## src/pab_pkg.sv

```systemverilog
package pab_pkg;

    localparam int NUM_CH = 3;

    typedef logic [7:0] chan_t;

    localparam logic CMD_BLEND = 1'b0;
    localparam logic CMD_WRITE = 1'b1;

    localparam logic [1:0] MODE_PALETTE = 2'd0;
    localparam logic [1:0] MODE_RGB     = 2'd1;
    localparam logic [1:0] MODE_RGBA    = 2'd2;

    localparam logic REG_PIXEL_MODE     = 1'b0;
    localparam logic REG_GLOBAL_OPACITY = 1'b1;

    localparam logic [1:0] PIXEL_MODE_RST     = MODE_RGB;
    localparam chan_t      GLOBAL_OPACITY_RST = 8'd255;

    localparam logic [7:0] ROUND_BIAS = 8'd127;
    localparam chan_t      FULL_WEIGHT = 8'd255;

    // Quotient of x / 255 for x <= 255*255+127. Estimate x*257/65536, which is low
    // by at most one, then correct with a single compare.
    function automatic chan_t div255(input logic [15:0] x);
        logic [16:0] sum;
        logic [8:0]  q_est;
        logic [17:0] rem;
        logic [8:0]  q;
        sum   = {1'b0, x} + {9'd0, x[15:8]};
        q_est = sum[16:8];
        rem   = {2'b00, x} + {9'd0, q_est} - {1'b0, q_est, 8'd0};
        q     = q_est + {8'd0, (rem >= 18'd255)};
        return q[7:0];
    endfunction

endpackage

```

## src/pab_lane.sv

```systemverilog
module pab_lane (
    input  logic         aclk,
    input  logic         load,
    input  pab_pkg::chan_t src,
    input  pab_pkg::chan_t dst,
    input  pab_pkg::chan_t weight,
    output pab_pkg::chan_t result
);
    import pab_pkg::*;

    logic signed [17:0] num_reg;
    logic signed [17:0] num_next;
    chan_t              src_reg;
    chan_t              dst_reg;
    logic               wzero_reg;
    logic               wfull_reg;

    logic signed [8:0]  diff;
    logic [17:0]        mag;
    chan_t              quot;
    chan_t              mixed;

    assign diff     = $signed({1'b0, src}) - $signed({1'b0, dst});
    assign num_next = 18'(diff) * 18'($signed({1'b0, weight})) + 18'sd127;

    always_ff @(posedge aclk) begin
        if (load) begin
            num_reg   <= num_next;
            src_reg   <= src;
            dst_reg   <= dst;
            wzero_reg <= (weight == 8'd0);
            wfull_reg <= (weight == FULL_WEIGHT);
        end
    end

    // Truncate toward zero: divide the magnitude, then restore the sign.
    assign mag   = num_reg[17] ? 18'(-num_reg) : 18'(num_reg);
    assign quot  = div255(mag[15:0]);
    assign mixed = num_reg[17] ? dst_reg - quot : dst_reg + quot;

    always_comb begin
        if (wzero_reg) begin
            result = dst_reg;
        end else if (wfull_reg) begin
            result = src_reg;
        end else begin
            result = mixed;
        end
    end

endmodule

```

## config.mk

```make
export PLATFORM = sky130hd
export DESIGN_NAME = pab_lane
export DESIGN_NICKNAME = d
export VERILOG_FILES = /design/src/pab_pkg.sv /design/src/pab_lane.sv
export SDC_FILE = /design/constraint.sdc
export NUM_CORES = 1
export LEC_CHECK = 0
export BUFFER_PORTS_ARGS = -buffer_cell sky130_fd_sc_hd__buf_2
export CAP_MARGIN = 20
export CORE_MARGIN = 2
export CORE_UTILIZATION = 40
export CTS_CLUSTER_SIZE = 12
export DETAILED_ROUTE_END_ITERATION = 10
export SYNTH_ARGS = -nofsm -noshare
export SYNTH_HDL_FRONTEND = slang
export SYNTH_SLANG_ARGS = --single-unit
```

## constraint.sdc

```tcl
create_clock -name aclk -period 10.11 [get_ports aclk]
set_input_delay 2.022 -clock aclk [delete_from_list [all_inputs] [get_ports aclk]]
set_output_delay 2.022 -clock aclk [all_outputs]
set_load 0.01 [all_outputs]
```

---- Word level (Yosys, flattened, before mapping) ----
Index checks and enable logic that the tools add are counted.
storage, ports and cells
  bits in writable memories ............... 0
  memories ................................ 0
  output and inout port bits .............. 8
  register bits after elaboration ......... 36
  bits of input ports ..................... 26
  bits in latches ......................... 0
  logic and storage cells ................. 22
  memory bits (read-only) ................. 0
cells by class
  order comparisons ....................... 1
  shifts and indexed selects .............. 0
  $mul .................................... 1
  mux-type cells .......................... 4
  bitwise operators ....................... 0
  divide/modulo/power cells ............... 0
  reduce and logical (&&, ||, !) cells .... 1
  equal/unequal tests ..................... 1
  $add $sub $neg .......................... 9
operators by type and width
  operator                                                                 count
  8-bit two-way mux                                                        3
  18-bit by 8-bit adder with 18-bit output (second input constant)         1
  18-bit by 8-bit >= comparator with 1-bit output (second input constant)  1
  9-bit by 9-bit multiplier with 18-bit output                             1
  17-bit by 17-bit subtractor with 18-bit output                           1
  16-bit by 8-bit adder with 17-bit output                                 1
  16-bit by 9-bit adder with 17-bit output                                 1
  16-bit two-way mux                                                       1
  16-bit negation                                                          1
  8-bit by 8-bit subtractor with 9-bit output                              1
  8-bit by 1-bit adder with 8-bit output                                   1
  8-bit adder                                                              1
  8-bit == test (second input constant)                                    1
  8-bit logical NOT                                                        1
  8-bit subtractor                                                         1

---- Depth between registers and ports, before layout ----
Gate-level depths: netlist of run 1.
  depth in word-level cells ............... 11
  gate-level depth with buffers ........... 45

---- Worst setup path before layout of run 1 ----
Ideal clock, no wire load.
  path type ............................... reg-to-output
  from .................................... register num_reg[10]
  to ...................................... output result[7]
  setup slack ............................. -0.838 ns
  path buffers ............................ 0
  arrival time ............................ 8.926 ns
  data required time ...................... 8.088 ns
  stages on the path, launching flop included .. 43
  cell sequence ........................... edfxtp_1 or4_1 or3_1 o31ai_1 xnor2_1 ha_1 a21o_1 a21o_1 a311o_1 a311oi_2 a21boi_0 nor2b_1 ha_1 inv_1 ha_1 inv_1 ha_1 nor2b_1 (+7 left out) or4_1 o2111ai_1 ha_1 ha_1 inv_1 ha_1 mux2i_1 ha_1 nor2b_1 o21ai_0 a21oi_1 o21ai_0 nand2b_1 a31oi_1 xnor2_1 xnor2_2 xnor2_1 a221oi_2
on the way
  longest elaborated chain between the ends .. 11
  elaborated cells between the ends (all ways) .. 12
ends and longest elaborated chain
  element                                          line            source
  start, declared                                  pab_lane.sv:11  logic signed [17:0] num_reg;
  start signal, assigned                           pab_lane.sv:28  num_reg <= num_next;
  16-bit negation                                  pab_lane.sv:37  assign mag = num_reg[17] ? 18'(-num_reg) : 18'(num_reg);
  16-bit two-way mux *                             pab_lane.sv:37
  16-bit by 8-bit adder with 17-bit output         pab_pkg.sv:30   sum = {1'b0, x} + {9'd0, x[15:8]};
  16-bit by 9-bit adder with 17-bit output         pab_pkg.sv:32   rem = {2'b00, x} + {9'd0, q_est} - {1'b0, q_est, 8'd0};
  17-bit by 17-bit subtractor with 18-bit output   pab_pkg.sv:32
  18-bit by 8-bit >= comparator with 1-bit output  pab_pkg.sv:33   q = q_est + {8'd0, (rem >= 18'd255)};
  8-bit by 1-bit adder with 8-bit output *         pab_pkg.sv:33
  8-bit adder or 8-bit subtractor (tied branches)  pab_lane.sv:39  assign mixed = num_reg[17] ? dst_reg - quot : dst_reg + quot;
  8-bit two-way mux *                              pab_lane.sv:39
  8-bit two-way mux *                              pab_lane.sv:44  end else if (wfull_reg) begin
  8-bit two-way mux *                              pab_lane.sv:42  if (wzero_reg) begin
  end, declared                                    pab_lane.sv:7   output pab_pkg::chan_t result
Mark *: on every way between the ends. The rest lies on a longest branch, timed or not.

---- Final worst setup path of run 1 ----
  from .................................... register num_reg[8]
  to ...................................... output result[7]
Same word-level chain as after synthesis.

==> impl_metrics.sql, run 1 <==
INSERT INTO impl_metrics (metric_group, metric, value, unit) VALUES
('grt', 'grt_first_pass_wirelength', '27.7', 'mm'),
('outcome', 'violations', 'setup timing', ''),
('drt', 'dr_pass1_iterations', '4', ''),
('clocking', 'cts.clk_slew.worst_paths', '0.06', 'ns'),
('placement', 'dpl.hpwl', '13.6', 'mm'),
('drt', 'wl_per_cell', '13.6', 'microns'),
('clocking', 'cts_root_buf', 'clkbuf_16', ''),
('grt', 'pin_count_of_the_biggest_net_entering_global_routing', '36', ''),
('synth', 'synth_area', '7250', 'sq um'),
('synth', 'synth.yosys.seq_area_share', '14.5', '%'),
('layout', 'final_layout_size_suffix_gt1_share', '26.9', '%'),
('synth', 'syn-num-nets', '1024', ''),
('clocking', 'clock_tree_from_tritoncts', 'done', ''),
('worst_setup_path', 'required', '8.09', 'ns'),
('flow_run', 'maxCapViolations', '0', ''),
('synth', 'ys_async_sr_fraction', '0', '%'),
('layout', 'seqCellArea', '1050', 'sq um'),
('synth', 'synth_top_flop_cell', 'edfxtp_1', ''),
('clocking', 'cts.path.max_buffers', '2', ''),
('drt', 'post-route-drc-count', '0', ''),
('sta', 'fmaxAchievable', '0.0932', 'GHz'),
('worst_setup_path', 'criticalPathCategory', 'register to output port', ''),
('sta', 'finalCriticalPeriod', '10.73', 'ns'),
('drt', 'viasPerCell', '5.02', ''),
('drt', 'finalWirelength', '16.4', 'mm'),
('layout', 'final_nets', '1167', ''),
('grt', 'grt_overflow', '0', ''),
('layout', 'multiInputGateArea', '5960', 'sq um'),
('sta', 'timing.final.crit_share', '106', '%'),
('floorplan', 'core.rowCount', '49', ''),
('min_path', 'worst_hold_startpoint', 'src[0]', ''),
('synth', 'synthDominantCellAreaShare', '18.0', '%'),
('worst_setup_path', 'worstSetupStartpointType', 'register', ''),
('sta', 'grt_setup_unrepaired', 'true', ''),
('synth', 'syn-instance-count', '832', ''),
('synth', 'yosys.area.top_type', 'fa_1', ''),
('worst_setup_path', 'max_stage_delay', '0.54', 'ns'),
('floorplan', 'fp.dieH', '139', 'microns'),
('outcome', 'outcome', 'finished with violations', ''),
('worst_setup_path', 'critPathMostFrequentCell', 'a21o_1', ''),
('drt', 'dr.first_iter.drc_count', '202', ''),
('floorplan', 'die_area', '19200', 'sq um'),
('sta', 'layout_setup_ws', '-0.621', 'ns'),
('grt', 'vias_in_the_first_global_route', '6130', ''),
('drt', 'antenna_left', '0', ''),
('grt', 'initial_antenna_violation_count', '0', ''),
('min_path', 'whs_endpoint', 'src_reg[0]', ''),
('layout', 'antenna_cells', '0', ''),
('sta', 'worst_slew_slack_as_a_fraction_of_its_limit', '37.1', '%'),
('sta', 'setup-violations-final', '6', ''),
('synth', 'synth_top_cells_by_count', '163 x inv_1, 101 x ha_1, 67 x nand2_1, 65 x fa_1, 60 x xnor2_1', ''),
('clocking', 'cts_max_level', '2', ''),
('floorplan', 'core_region_area', '17800', 'sq um'),
('sta', 'slew_viol_final', '0', ''),
('worst_setup_path', 'cp.arrival', '8.71', 'ns'),
('drt', 'vias', '6052', ''),
('min_path', 'min_delay_path_depth', '1', ''),
('sta', 'transition_time_at_the_pin_with_the_least_slew_margin', '0.937', 'ns'),
('worst_setup_path', 'worstPathMaxFanout', '4', ''),
('synth', 'yosysWarningCount', '0', ''),
('synth', 'synth-seq-cells', '35', ''),
('synth', 'most_common_cell_in_the_synthesized_netlist', 'inv_1', ''),
('synth', 'yosys-top-cells-area', 'fa_1 18%, ha_1 17%, edfxtp_1 15%, inv_1 8.4%, xnor2_1 7.3%', ''),
('floorplan', 'die_w', '139', 'microns'),
('min_path', 'hold_path.class', 'primary input to register', ''),
('floorplan', 'start_util', '40.6', '%'),
('worst_setup_path', 'setup.worst_path.end_class', 'output port', ''),
('placement', 'final_estimated_routing_congestion_in_global_placement', '0.807', ''),
('layout', 'postLayoutCoreUtil', '51.8', '%'),
('floorplan', 'floorplan.io_pins', '34', ''),
('synth', 'number_of_unique_standard_cell_types_used_by_synthesis', '75', ''),
('grt', 'global_route_total_usage_across_every_layer', '16.8', '%'),
('layout', 'area_growth_syn_to_layout', '27.4', '%'),
('synth', 'post_syn_area_per_cell', '8.71', 'sq um'),
('layout', 'largest_register_ff_count', '17', ''),
('placement', 'place.port_buffers', '33', ''),
('synth', 'synth-edff-count', '35', ''),
('layout', 'n_fill_cell', '1660', ''),
('clocking', 'clock_sink_count', '35', ''),
('worst_setup_path', 'critPathSlowestCell', 'or4_4', ''),
('sta', 'finalHoldViolCount', '0', ''),
('clocking', 'cts_buffers', '5', '');
==> how the worst max path moves through the flow <==
| stage | startpoint | end | slack [ns] | cells after the start |
|---|---|---|---|---|
| 3_5_place_dp | num_reg[8] | result[7] | -0.57 | 44 |
| 5_1_grt | num_reg[8] | result[7] | -1.05 | 42 |
| 4_1_cts | num_reg[8] | result[7] | -0.76 | 41 |
| 6_report | num_reg[8] | result[7] | -0.62 | 42 |
| 2_1_floorplan | num_reg[9] | result[7] | -0.34 | 41 |
| 3_3_place_gp | num_reg[8] | result[7] | -0.50 | 41 |
==> timing repair <==
action,in CTS,in global routing
resized for setup,23,42
hold endpoints to repair,0,0
setup buffers,13,11
hold buffers,0,0
endpoints found under the setup margin,6,7
pin swaps,25,28
gates cloned,0,0
==> metal layers <==
metal	wire (microns)	global-route usage, %	up-vias
li1	-	-	3057
met1	7820	23.4	2925
met2	8170	29.8	56
met3	236	0.622	14
met4	190	3.08	0
met5	0	0	-
==> layout by cell type (no fill, tap or decap), types with 9 or more instances in the layout <==
cell type,n
inv_1,153
buf_4,124
ha_1,86
nand2_1,67
fa_1,65
xnor2_1,52
and2_1,35
edfxtp_1,35
a21oi_1,31
nor2_1,30
buf_2,30
o21ai_0,16
nand3_1,16
ha_4,14
xor2_1,13
nand2b_1,12
inv_2,9
==> metrics by stage <==
stage / hold WS (ns) / setup WS (ns) / TNS, ns / instance area (sq um) / std cells
6_report: 1.94 / -0.621 / -2.15 / 9240 / 1205
5_1_grt: 1.93 / -1.05 / -4.65 / 9240 / 1205
4_1_cts: 1.94 / -0.765 / -2.69 / 8920 / 1194
2_1_floorplan: 2.12 / -0.343 / -0.388 / 7460 / 832
3_3_place_gp: 2.22 / -0.495 / -1.29 / 8570 / 1175
3_5_place_dp: 2.22 / -0.575 / -1.80 / 8570 / 1175
==> cells by family (layout without fill, tap and decap cells) <==
group | Yosys count | in the layout | share of synthesized area [%]
and+or+nand+nor | 227 | 227 | 16.6
buffers and inverters | 187 | 331 | 10.1
adders and majority gates | 166 | 166 | 35.4
AOI/OAI and AO/OA | 135 | 135 | 13.2
xor gates and xnor gates | 74 | 74 | 9.05
DFF | 35 | 35 | 14.5
muxes | 8 | 8 | 1.17
==> worst max-delay path: cells and delay by family, from the launching register on <==
family,cells,cell delay [ns]
simple gates,8,2.28
xor+xnor,6,0.84
flops,1,0.38
compound gates,18,3.06
buf+inv,4,0.43
fa+ha+maj,6,1.44
==> layout make-up <==
cell class / instances / area share (%)
inverters: 163 / 6.65
well taps: 229 / 3.10
multi-input cells: 610 / 64.5
flip-flops and latches: 35 / 11.4
repair buffers: 160 / 12.5
clock buffers: 5 / 1.35
clock inverters: 3 / 0.474
Power of run 1 is left out: the tool's default activity adds up to more than one toggle a clock period on the data nets, which glitch-free logic cannot reach.
==> inputs of run 2 (changes only) <==
Settings changed: CORE_ASPECT_RATIO set to 1.1.
==> run 2 against run 1 <==
Effect of this change:
- the run still ends with setup timing left
- final area shrank 3.0%
- global-route usage grew 0.52 points
- sequential cell count is the same
- fmax shrank 0.88%
- wire length shrank 0.19%
- clock-buffer cell count is the same
- final cell count grew 0.25%
- core utilization shrank 1.2 points
- die area is essentially flat
- hold slack gained 0.0041 ns
==> impl_metrics.sql, run 2 (synthesized netlist as in run 1, its figures left out) <==
INSERT INTO impl_metrics (metric_group, metric, value, unit) VALUES
('layout', 'postLayoutCoreUtil', '50.5', '%'),
('drt', 'finalWirelength', '16.4', 'mm'),
('sta', 'transition_time_at_the_pin_with_the_least_slew_margin', '0.865', 'ns'),
('grt', 'grt_overflow', '0', ''),
('sta', 'grt_setup_unrepaired', 'true', ''),
('min_path', 'min_delay_path_depth', '1', ''),
('placement', 'place.port_buffers', '33', ''),
('outcome', 'outcome', 'finished with violations', ''),
('grt', 'vias_in_the_first_global_route', '6146', ''),
('floorplan', 'fp.dieH', '145', 'microns'),
('clocking', 'cts.path.max_buffers', '2', ''),
('layout', 'final_nets', '1162', ''),
('sta', 'fin_hold_ws', '1.95', 'ns'),
('placement', 'detailed_place.area', '8540', 'sq um'),
('min_path', 'whs_endpoint', 'dst_reg[4]', ''),
('layout', 'layout.cells.most_common_list', '158 x inv_1, 121 x buf_4, 92 x ha_1', ''),
('sta', 'fmaxAchievable', '0.0924', 'GHz'),
('min_path', 'worst_hold_startpoint', 'dst[4]', ''),
('clocking', 'holdBufCountCts', '0', ''),
('grt', 'initial_antenna_violation_count', '0', ''),
('layout', 'largest_register_ff_count', '17', ''),
('floorplan', 'die_w', '132', 'microns'),
('sta', 'slew_viol_final', '0', ''),
('worst_setup_path', 'worstPathMaxFanout', '3', ''),
('drt', 'dr.first_iter.drc_count', '193', ''),
('clocking', 'clock_sink_count', '35', ''),
('grt', 'grt_first_pass_wirelength', '28.1', 'mm'),
('outcome', 'violations', 'setup timing', ''),
('worst_setup_path', 'critPathMostFrequentCell', 'a21o_1', ''),
('clocking', 'cts_buffers', '5', ''),
('drt', 'dr_pass1_iterations', '4', ''),
('clocking', 'cts.clk_slew.worst_paths', '0.06', 'ns'),
('sta', 'setup-violations-final', '6', ''),
('drt', 'antenna_left', '0', ''),
('min_path', 'hold_path.class', 'primary input to register', ''),
('sta', 'finalCriticalPeriod', '10.83', 'ns'),
('worst_setup_path', 'criticalPathCategory', 'register to output port', ''),
('layout', 'final_layout_size_suffix_gt1_share', '24.1', '%'),
('floorplan', 'core_region_area', '17700', 'sq um'),
('worst_setup_path', 'worstSetupStartpointType', 'register', ''),
('sta', 'setup-tns-final', '-2.29', 'ns'),
('layout', 'antenna_cells', '0', ''),
('worst_setup_path', 'max_stage_delay', '0.55', 'ns'),
('layout', 'area_growth_syn_to_layout', '23.7', '%'),
('worst_setup_path', 'critPathSlowestCell', 'or4_4', ''),
('floorplan', 'start_util', '40.9', '%'),
('flow_run', 'maxCapViolations', '0', ''),
('sta', 'worst_slew_slack_as_a_fraction_of_its_limit', '41.9', '%'),
('placement', 'dpl.hpwl', '13.8', 'mm'),
('floorplan', 'floorplan.io_pins', '34', ''),
('sta', 'finalHoldViolCount', '0', ''),
('clocking', 'cts_max_level', '2', ''),
('placement', 'final_estimated_routing_congestion_in_global_placement', '0.849', ''),
('drt', 'wl_per_cell', '13.6', 'microns'),
('clocking', 'cts_root_buf', 'clkbuf_16', ''),
('drt', 'vias', '6023', ''),
('layout', 'layout_commonest_cell', 'inv_1', ''),
('layout', 'post_route_cell_area', '8960', 'sq um'),
('worst_setup_path', 'required', '8.09', 'ns'),
('worst_setup_path', 'setup.worst_path.end_class', 'output port', ''),
('drt', 'post-route-drc-count', '0', ''),
('floorplan', 'core.rowCount', '51', ''),
('drt', 'viasPerCell', '4.99', ''),
('grt', 'global_route_total_usage_across_every_layer', '17.4', '%'),
('sta', 'timing.final.crit_share', '107', '%'),
('worst_setup_path', 'crit_path_start', 'num_reg[8]', ''),
('worst_setup_path', 'cp.arrival', '8.80', 'ns'),
('clocking', 'clock_tree_from_tritoncts', 'done', ''),
('sta', 'layout_setup_ws', '-0.716', 'ns'),
('floorplan', 'die_area', '19200', 'sq um'),
('grt', 'pin_count_of_the_biggest_net_entering_global_routing', '36', '');
-- run 2: cell types whose count changed in the layout (fill, tap and decap cells not counted), sizes merged --
| cell | delta |
|---|---|
| bufinv | -1 |
| buf | -5 |
-- run 2: worst max-delay path, delay by kind of cell (launching register included) --
kind	cells	cell delay [ns]
DFF	1	0.38
AOI/OAI and AO/OA	18	3.07
buffers and inverters	4	0.44
adders and majority gates	6	1.47
xor gates and xnor gates	6	0.88
and+or+nand+nor	8	2.29
-- run 2: metrics by stage --
stage,setup WS [ns],std cells
after floorplan,-0.343,832
after global placement,-0.373,1181
after detailed placement,-0.560,1181
after CTS,-0.760,1201
after global routing,-1.18,1208
final,-0.716,1208
-- run 2: how the worst max path moves through the flow --
stage	slack, ns	end	cells past startpoint
after detailed placement	-0.56	result[7]	41
final	-0.72	result[7]	42
after global placement	-0.37	result[7]	40
after global routing	-1.18	result[7]	42
after CTS	-0.76	result[7]	42
after floorplan	-0.34	result[7]	41
-- run 2: layer usage --
layer	global-route usage (%)	share of wire (%)	vias up
met3	0.978	2.5	8
met5	0	0	-
met4	2.47	0.63	0
met2	32.4	53	71
li1	-	-	3049
met1	22.5	44	2895
-- run 2: cell type report --
class                           count  area [sq um]
Timing Repair Buffer              155          1100
Sequential cell                    35          1050
Fill cell                        1729          8770
Inverter                          163           612
Tap cell                          238           298
Clock inverter                      2          8.76
Clock buffer                        5           125
Multi-Input combinational cell    610          5770
-- run 2: repair_timing --
action	in CTS	in global routing
setup buffers	13	8
pin swaps	31	21
setup endpoints to repair	6	7
resized for setup	15	22
Power of run 2 is left out for the same reason.
==> inputs of run 3 (changes only) <==
Settings changed: HOLD_SLACK_MARGIN set to 0.03, SKIP_LAST_GASP set to 1.
==> run 3 against run 2 <==
Effect of this change:
- the run still ends with setup timing left
- via count unchanged
- final cell count unchanged
- fmax is the same
- wire length is essentially flat
- highest routed layer unchanged
==> impl_metrics.sql, run 3 (synthesized netlist as in run 1, its figures left out) <==
INSERT INTO impl_metrics (metric_group, metric, value, unit) VALUES
('clocking', 'cts.clk_slew.worst_paths', '0.06', 'ns'),
('floorplan', 'floorplan.io_pins', '34', ''),
('grt', 'grt_overflow', '0', ''),
('worst_setup_path', 'worstPathMaxFanout', '3', ''),
('drt', 'antenna_left', '0', ''),
('layout', 'area_growth_syn_to_layout', '23.7', '%'),
('drt', 'wl_met3', '414', 'microns'),
('layout', 'finalNonFillerCells', '1208', ''),
('layout', 'multiInputGateArea', '5770', 'sq um'),
('layout', 'layout.cells.most_common_list', '158 x inv_1, 121 x buf_4, 92 x ha_1', ''),
('sta', 'slew_viol_final', '0', ''),
('worst_setup_path', 'max_stage_delay', '0.55', 'ns'),
('sta', 'fin_hold_ws', '1.95', 'ns'),
('floorplan', 'die_area', '19200', 'sq um'),
('sta', 'setup-violations-final', '6', ''),
('sta', 'finalCriticalPeriod', '10.83', 'ns'),
('outcome', 'violations', 'setup timing', ''),
('placement', 'dpl.hpwl', '13.8', 'mm'),
('drt', 'post-route-drc-count', '0', ''),
('min_path', 'whs_endpoint', 'dst_reg[4]', ''),
('clocking', 'clock_tree_from_tritoncts', 'done', ''),
('drt', 'dr_pass1_iterations', '4', ''),
('floorplan', 'core_region_area', '17700', 'sq um'),
('drt', 'routed.top_layer', 'met4', ''),
('drt', 'wl_met2', '8.64', 'mm'),
('min_path', 'worst_hold_startpoint', 'dst[4]', ''),
('placement', 'place.port_buffers', '33', ''),
('clocking', 'cts_max_level', '2', ''),
('floorplan', 'core.rowCount', '51', ''),
('grt', 'vias_in_the_first_global_route', '6146', ''),
('sta', 'transition_time_at_the_pin_with_the_least_slew_margin', '0.865', 'ns'),
('min_path', 'hold_path.class', 'primary input to register', ''),
('floorplan', 'start_util', '40.9', '%'),
('worst_setup_path', 'cp.arrival', '8.80', 'ns'),
('drt', 'viasPerCell', '4.99', ''),
('drt', 'dr.first_iter.drc_count', '193', ''),
('worst_setup_path', 'worstSetupStartpointType', 'register', ''),
('clocking', 'clock_sink_count', '35', ''),
('clocking', 'cts_buffers', '5', ''),
('worst_setup_path', 'setup.worst_path.end_class', 'output port', ''),
('drt', 'wl_met1', '7.22', 'mm'),
('grt', 'pin_count_of_the_biggest_net_entering_global_routing', '36', ''),
('sta', 'timing.final.crit_share', '107', '%'),
('grt', 'global_route_total_usage_across_every_layer', '17.4', '%'),
('layout', 'postLayoutCoreUtil', '50.5', '%'),
('worst_setup_path', 'criticalPathCategory', 'register to output port', ''),
('clocking', 'cts_root_buf', 'clkbuf_16', ''),
('drt', 'wl_per_cell', '13.6', 'microns'),
('layout', 'largest_register_ff_count', '17', ''),
('drt', 'vias', '6023', ''),
('layout', 'final_layout_size_suffix_gt1_share', '24.1', '%'),
('layout', 'seqCellArea', '1050', 'sq um'),
('sta', 'worst_slew_slack_as_a_fraction_of_its_limit', '41.9', '%'),
('layout', 'antenna_cells', '0', ''),
('layout', 'final_nets', '1162', ''),
('worst_setup_path', 'required', '8.09', 'ns'),
('placement', 'final_estimated_routing_congestion_in_global_placement', '0.849', ''),
('layout', 'layout_commonest_cell', 'inv_1', ''),
('grt', 'initial_antenna_violation_count', '0', ''),
('layout', 'n_fill_cell', '1729', ''),
('min_path', 'min_delay_path_depth', '1', ''),
('sta', 'layout_setup_ws', '-0.716', 'ns'),
('grt', 'grt_first_pass_wirelength', '28.1', 'mm'),
('clocking', 'holdBufCountCts', '0', ''),
('worst_setup_path', 'critPathSlowestCell', 'or4_4', ''),
('flow_run', 'maxCapViolations', '0', ''),
('worst_setup_path', 'critPathMostFrequentCell', 'a21o_1', ''),
('sta', 'fmaxAchievable', '0.0924', 'GHz'),
('clocking', 'cts.path.max_buffers', '2', ''),
('sta', 'grt_setup_unrepaired', 'true', ''),
('floorplan', 'fp.dieH', '145', 'microns'),
('floorplan', 'die_w', '132', 'microns'),
('drt', 'finalWirelength', '16.4', 'mm'),
('placement', 'dp.cells', '1181', ''),
('outcome', 'outcome', 'finished with violations', ''),
('sta', 'finalHoldViolCount', '0', '');
==> run 3: worst max path at each step <==
stage,from,endpoint
global placement,num_reg[8],result[7]
detailed placement,num_reg[8],result[7]
finish,num_reg[8],result[7]
floorplan,num_reg[9],result[7]
CTS,num_reg[8],result[7]
global route,num_reg[8],result[7]
==> run 3: critical path: cells and delay by family, from the launching register on <==
kind	cells	cell delay, ns
flip-flops	1	0.38
AO/OA/AOI/OAI	18	3.07
adder cells (fa/ha/maj)	6	1.47
XOR/XNOR	6	0.88
buffers and inverters	4	0.44
AND/OR/NAND/NOR	8	2.29
==> run 3: final cells by class <==
cell class / count / area share [%]
Tap cell: 238 / 3.32
Sequential cell: 35 / 11.7
Multi-Input combinational cell: 610 / 64.3
Clock buffer: 5 / 1.40
Clock inverter: 2 / 0.0977
Inverter: 163 / 6.82
Timing Repair Buffer: 155 / 12.3
==> run 3: repair_timing <==
| item | CTS | global route |
|---|---|---|
| setup buffers | 13 | 8 |
| gates resized for setup | 14 | 22 |
| pin swaps | 31 | 21 |
| setup endpoints to repair | 6 | 7 |
==> run 3: per-stage QoR <==
| stage | area, sq um | worst slack [ns] | TNS (ns) |
|---|---|---|---|
| global placement | 8540 | -0.373 | -0.884 |
| global route | 8960 | -1.18 | -5.31 |
| floorplan | 7460 | -0.343 | -0.388 |
| detailed placement | 8540 | -0.560 | -1.50 |
| finish | 8960 | -0.716 | -2.30 |
| CTS | 8830 | -0.760 | -2.69 |
==> run 3: metal layers <==
metal  track usage [%]  vias to the layer above
li1                  -                     3049
met4              2.47                        0
met1              22.5                     2895
met5                 0                        -
met2              32.4                       71
met3             0.978                        8
Power of run 3 is left out for the same reason.
